<file path="src/rtl/core/psu_pkg.sv">
// Shared types and constants for the PNG scanline unfilter.
// Used by psu_predict, png_scanline_unfilter and the testbench; depends on nothing.
package psu_pkg;

	// Register widths and defaults
	localparam int ROW_BYTES_W       = 15;
	localparam int BPP_W             = 4;
	localparam int CFG_W             = 15;
	localparam int CFG_AW            = 1;
	localparam int MAX_ROW_BYTES_DEF = 16384;
	localparam int MAX_PIXEL_BYTES   = 8;

	// Result field widths
	localparam int INDEX_W = 14;

	// Short history of the current row and of the row above, indexed mod 8
	localparam int HIST_DEPTH = 8;
	localparam int HIST_W     = 3;

	// Configuration register indexes
	localparam logic [CFG_AW-1:0] CFG_ROW_BYTES = 1'b0;
	localparam logic [CFG_AW-1:0] CFG_BPP       = 1'b1;

	// Filter type codes as carried in the first byte of a scanline
	typedef enum logic [2:0] {
		FILT_NONE  = 3'd0,
		FILT_SUB   = 3'd1,
		FILT_UP    = 3'd2,
		FILT_AVG   = 3'd3,
		FILT_PAETH = 3'd4
	} filter_t;

	// Operands for one byte reconstruction
	typedef struct packed {
		filter_t    filt;
		logic [7:0] cur;
		logic [7:0] left;
		logic [7:0] up;
		logic [7:0] up_left;
	} pred_in_t;

endpackage

</file>
<file path="src/rtl/core/psu_predict.sv">
// Filter predictor and byte reconstruction (None, Sub, Up, Average, Paeth).
// Depends on psu_pkg for filter_t and pred_in_t.
module psu_predict (
	input  psu_pkg::pred_in_t op,
	output logic [7:0]        pix
);

	logic [8:0]        avg_sum;
	logic signed [9:0] pa_s, pb_s, pc_s;
	logic [9:0]        pa, pb, pc;
	logic [7:0]        paeth;
	logic [7:0]        pred;

	always_comb begin
		avg_sum = {1'b0, op.left} + {1'b0, op.up};

		// p = a + b - c; distances to a, b, c without forming p
		pa_s = signed'({2'b00, op.up}) - signed'({2'b00, op.up_left});
		pb_s = signed'({2'b00, op.left}) - signed'({2'b00, op.up_left});
		pc_s = signed'({2'b00, op.left}) + signed'({2'b00, op.up})
			- (signed'({2'b00, op.up_left}) <<< 1);
		pa = (pa_s < 0) ? -pa_s : pa_s;
		pb = (pb_s < 0) ? -pb_s : pb_s;
		pc = (pc_s < 0) ? -pc_s : pc_s;

		if (pa <= pb && pa <= pc) begin
			paeth = op.left;
		end else if (pb <= pc) begin
			paeth = op.up;
		end else begin
			paeth = op.up_left;
		end

		case (op.filt)
			psu_pkg::FILT_SUB:   pred = op.left;
			psu_pkg::FILT_UP:    pred = op.up;
			psu_pkg::FILT_AVG:   pred = avg_sum[8:1];
			psu_pkg::FILT_PAETH: pred = paeth;
			default:             pred = 8'd0;
		endcase

		pix = op.cur + pred;
	end

endmodule

</file>
<file path="config.mk">
export PLATFORM = sky130hd
export DESIGN_NAME = psu_predict
export DESIGN_NICKNAME = d
export VERILOG_FILES = /design/src/rtl/core/psu_pkg.sv /design/src/rtl/core/psu_predict.sv
export SDC_FILE = /design/constraint.sdc
export NUM_CORES = 1
export LEC_CHECK = 0
export BUFFER_PORTS_ARGS = -buffer_cell sky130_fd_sc_hd__buf_2
export CORE_ASPECT_RATIO = 1.5
export CORE_MARGIN = 4
export CORE_UTILIZATION = 30
export DETAILED_ROUTE_END_ITERATION = 10
export SLEW_MARGIN = 25
export SYNTH_ARGS = -nofsm -noshare
export SYNTH_HDL_FRONTEND = slang
export SYNTH_SLANG_ARGS = --single-unit
</file>
<file path="constraint.sdc">
create_clock -name vclk -period 7.15
set_clock_uncertainty 0.05 [all_clocks]
set_input_delay 1.0725 -clock vclk [all_inputs]
set_output_delay 1.0725 -clock vclk [all_outputs]
set_load 0.05 [all_outputs]
</file>
==> results of run 1 <==
critical path: cells and delay by family:
| kind | cells | cell delay (ns) |
|---|---|---|
| AND/OR/NAND/NOR | 5 | 1.23 |
| adder cells (fa/ha/maj) | 4 | 1.30 |
| AO/OA/AOI/OAI | 14 | 2.44 |
| XOR/XNOR | 3 | 0.50 |
| buffers and inverters | 4 | 0.45 |
final cells by class:
| type | count | share of cell area, % |
|---|---|---|
| tap | 150 | 3.15 |
| multi-input combinational | 392 | 61.9 |
| timing repair buffer | 244 | 31.0 |
| inverter | 62 | 3.95 |
repair_timing:
| action | in CTS | in global routing |
|---|---|---|
| resized for setup | 44 | 41 |
| endpoints found under the setup margin | 8 | 8 |
| pin swaps | 9 | 28 |
| hold endpoints to repair | 0 | 0 |
| buffers inserted | 11 | 13 |
routing by layer:
metal / vias up / wire, um
li1: 2125 / -
met1: 2007 / 4620
met2: 130 / 7730
met3: 55 / 371
met4: 0 / 910
met5: - / 0
stage by stage:
stage	power, mW	setup slack (ns)	cell area (um^2)	setup TNS, ns
global placement	1.12	-1.23	5430	-6.53
detailed placement	1.16	-1.33	5430	-7.25
finish	1.40	-0.960	5950	-4.42
floorplan	0.694	-0.625	3710	-2.34
CTS	1.25	-0.913	5680	-3.95
global route	1.51	-1.24	5950	-5.85
worst paths after layout:
path	startpoint	to	slack (ns)	cells after the start
worst max-delay path	op[2]	pix[7]	-0.96	30
worst min-delay path	op[24]	pix[0]	2.55	3
synthesized netlist by cell type, types with 3 or more instances:
master    count
a21o_1       17
a21oi_1      41
a22oi_1       7
a31oi_1       3
clkbuf_1      4
fa_1         11
ha_1         69
inv_1        61
mux2i_1       5
nand2_1      18
nand2b_1      5
nand3_1       7
nand4_1       6
nor2_1       31
nor2b_1      10
nor3_1        3
o211ai_1      4
o21a_1        9
o21ai_0      19
o21bai_1      7
o22ai_1       3
o31ai_1       8
o32a_1        5
or2_2         6
or4_1         3
xnor2_1      31
xor2_1       18
cells by family after synthesis:
group,count (synthesis)
XOR/XNOR,51
adder cells (fa/ha/maj),81
AO/OA/AOI/OAI,149
multiplexers,6
other,2
AND/OR/NAND/NOR,101
buffers and inverters,69
cells in the final DEF (no fill, tap or decap), types with 5 or more instances in the layout:
cell type / instances
nor2_1: 27
nor2b_1: 8
o21ai_0: 14
buf_2: 32
ha_4: 5
o21a_1: 7
buf_6: 19
xnor2_2: 5
o31ai_1: 7
a21oi_2: 11
xor2_1: 15
a22oi_1: 7
nand4_1: 6
fa_1: 8
o21bai_1: 6
ha_1: 60
inv_1: 52
o21ai_1: 5
a21oi_1: 30
inv_2: 9
buf_4: 190
nand2_1: 18
o32a_1: 5
xnor2_1: 23
nand2b_1: 5
a21o_1: 17
power by group:
group / switching (mW) / internal (mW)
clock network: 0 / 0
logic: 0.682 / 0.714
registers: 0 / 0
==> impl_metrics.ini, run 1 <==
[status]
outcome = finished, violations left
violations = negative setup slack

[route]
vias_per_cell = 5.09
remaining_drc_errors = 0
drt_iter0_markers = 144
wl_per_cell_um = 16.1
dr_total_vias = 4317
routed_wl_um = 13600
first_pass_iters = 4
drtAntennaViolNets = 0

[timing]
whs_ns = 2.55
hold_violations = 0
drv_slew = 0
period_needed_ns = 8.11
finalSetupViolCount = 7
rsz0062_at_grt = true
min_period_over_period_pct = 113
clock.fmax_mhz = 123
slew_headroom_pct = 54.1
layout_setup_ws_ns = -0.960
tightest_slew_ns = 0.687

[yosys]
syn-instance-count = 459
yosys.area_share.simple_pct = 15.1
netlist_area_um2 = 3490
synth_top_family_by_area = adder cells
ys_warn_count = 0
synth-xor-area-share_pct = 13.6
synth_mux_area_share_pct = 1.76
synth_compound_area_share_pct = 30.2
synth.top_cell.area_share_pct = 24.7
synthAdderAreaFrac_pct = 31.4
synth_area_leaders = ha_1 25%, xnor2_1 7.8%, inv_1 6.6%, fa_1 6.3%, a21oi_1 5.9%
yosysSeqAreaShare_pct = 0
syn_avg_cell_area_um2 = 7.60
synth.distinct_cells = 67
synth_top_area_cell = ha_1

[cells_and_area]
syn_to_final_growth_pct = 70.6
nets = 815
instances_no_fill = 848
post-route-util_pct = 51.9
seq_cell_count = 0
antennaDiodeCount = 0
final.fill_count = 1023
multiInputGateArea_um2 = 3680
drive_gt1_share_pct = 48.3
nClkBuffers = 0
final-seq-area_um2 = 0

[setup_path]
start_kind = input port
arrival_ns = 6.99
slowest_delay_ns = 0.58
cp_max_fo = 6
cpMaxStageDelayCell = fa_1
cp.required_ns = 6.03
worst-setup-path-type = in -> out
critPathMostFrequentCell = a21oi_2
end_kind = primary output

[placed_design]
gp_congestion = 0.900
io_buffers = 43
dp.cells = 827
dp_hpwl_um = 11600

[die]
core.rowCount = 48
core_um2 = 11500
initial_core_util_pct = 30.4
boundaryPins = 43
dieArea_um2 = 13500
die_h_um = 140
fp.dieW_um = 96.0

[global_routing]
gr-total-overflow = 0
grt_use_met3_pct = 1.61
grtUsageTotal_pct = 19.7
grt_pass1_wl_um = 21300
busiest_layer = met2
grt_pass1_vias = 4610
grt_use_met2_pct = 39.7
grtUsageMet1_pct = 18.6
grt_max_degree = 16
antenna_found_initial = 0

[pwr]
ir_drop_mv = 0.167
cellPowerDensity_nw_per_um2 = 235
p_leak_nw = 3.01

[run]
cap_violations = 0

[clock_network]
holdBufCountCts = 0

[hold_path]
holdCritPathClass = in -> out
No activity file was read; power rests on OpenSTA's default activity.
==> run 2: changes to the inputs <==
- SETUP_SLACK_MARGIN: not set -> 0.1
- clock period: 7.15 -> 8.24 ns (I/O delays scaled with it)
==> impl_metrics.ini, run 2 (synthesis results as in run 1) <==
[pwr]
p_sw_share_pct = 51.4
p_comb_share_pct = 100.0
report.power.total_mw = 1.06
p_int_uw = 516
cellPowerDensity_nw_per_um2 = 199
clockPowerShare_pct = 0
netSwitchingPower_uw = 544
sequentialPowerShare_pct = 0
ir_drop_mv = 0.143
p_leak_nw = 2.67

[placed_design]
post_dp_cell_area_um2 = 4820
dp_slack_ns = -0.626
dp_hpwl_um = 10500
dp.cells = 766
gp_congestion = 0.844
io_buffers = 43

[die]
fp.dieW_um = 96.0
dieArea_um2 = 13500
boundaryPins = 43
die_h_um = 140
initial_core_util_pct = 30.4
core.rowCount = 48
core_um2 = 11500

[cells_and_area]
mostFrequentLayoutCell = buf_4
post-route-util_pct = 46.5
syn_to_final_growth_pct = 52.8
nets = 749
final_area_um2 = 5330
final_cell_mix = 130 x buf_4, 63 x ha_1, 48 x inv_1, 35 x buf_2, 32 x a21oi_1
drive_gt1_share_pct = 42.2
seq_cell_count = 0
final-seq-area_um2 = 0
antennaDiodeCount = 0
nClkBuffers = 0
instances_no_fill = 782

[setup_path]
arrival_ns = 7.16
crit_buf_inv = 8
crit_family = simple AND/OR/NAND/NOR gates
start_kind = input port
cpMaxStageDelayCell = fa_1
slowest_delay_ns = 0.55
worst-setup-path-type = in -> out
cp.required_ns = 6.95
worst-path-stages = 31
cp_max_fo = 5
end_kind = primary output

[timing]
rsz0062_at_grt = true
tightest_slew_ns = 0.679
whs_ns = 2.90
hold_violations = 0
finalSetupTns_ns = -0.204
finalSetupViolCount = 1
drv_slew = 0
min_period_over_period_pct = 102
period_needed_ns = 8.44
clock.fmax_mhz = 118
slew_headroom_pct = 54.6
layout_setup_ws_ns = -0.204

[route]
dr_total_vias = 4013
first_pass_iters = 4
wl_per_cell_um = 15.8
routed_wl_um = 12300
drt_iter0_markers = 120
vias_per_cell = 5.13
drtAntennaViolNets = 0
remaining_drc_errors = 0

[global_routing]
grt_pass1_wl_um = 20100
grt_max_degree = 16
gr-total-overflow = 0
grtUsageTotal_pct = 18.4
antenna_found_initial = 0
grt_pass1_vias = 4397

[status]
outcome = finished, violations left
violations = negative setup slack

[run]
cap_violations = 0

[hold_path]
holdCritPathClass = in -> out
hold_depth = 3

[clock_network]
holdBufCountCts = 0
-- run 2: what timing repair did --
action	in CTS	in global routing
endpoints found under the setup margin	5	7
cloned	0	0
setup buffers	9	9
resized for setup	50	46
pin swaps	46	41
-- run 2: final cells by class --
type,instances,area [um^2]
inverter,62,238
tap,150,188
fill,1105,6140
timing repair buffer,178,1310
multi-input combinational,392,3600
-- run 2: routing by layer --
layer	vias to the layer above	share of wire, %	GRT usage (%)
met5	-	0	0
met4	0	4.7	7.50
met3	38	2.2	0.537
met2	111	57	36.8
met1	1876	36	18.9
li1	1988	-	-
-- run 2: worst paths after layout --
path | slack, ns | to | from
worst min-delay path | 2.90 | pix[0] | op[24]
worst max-delay path | -0.20 | pix[7] | op[11]
-- run 2: power by group through the flow --
stage          combinational, mW  sequential [mW]  clock [mW]
4_1_cts                    0.958                0           0
6_report                    1.06                0           0
5_1_grt                     1.16                0           0
3_3_place_gp               0.869                0           0
2_1_floorplan              0.565                0           0
3_5_place_dp               0.897                0           0
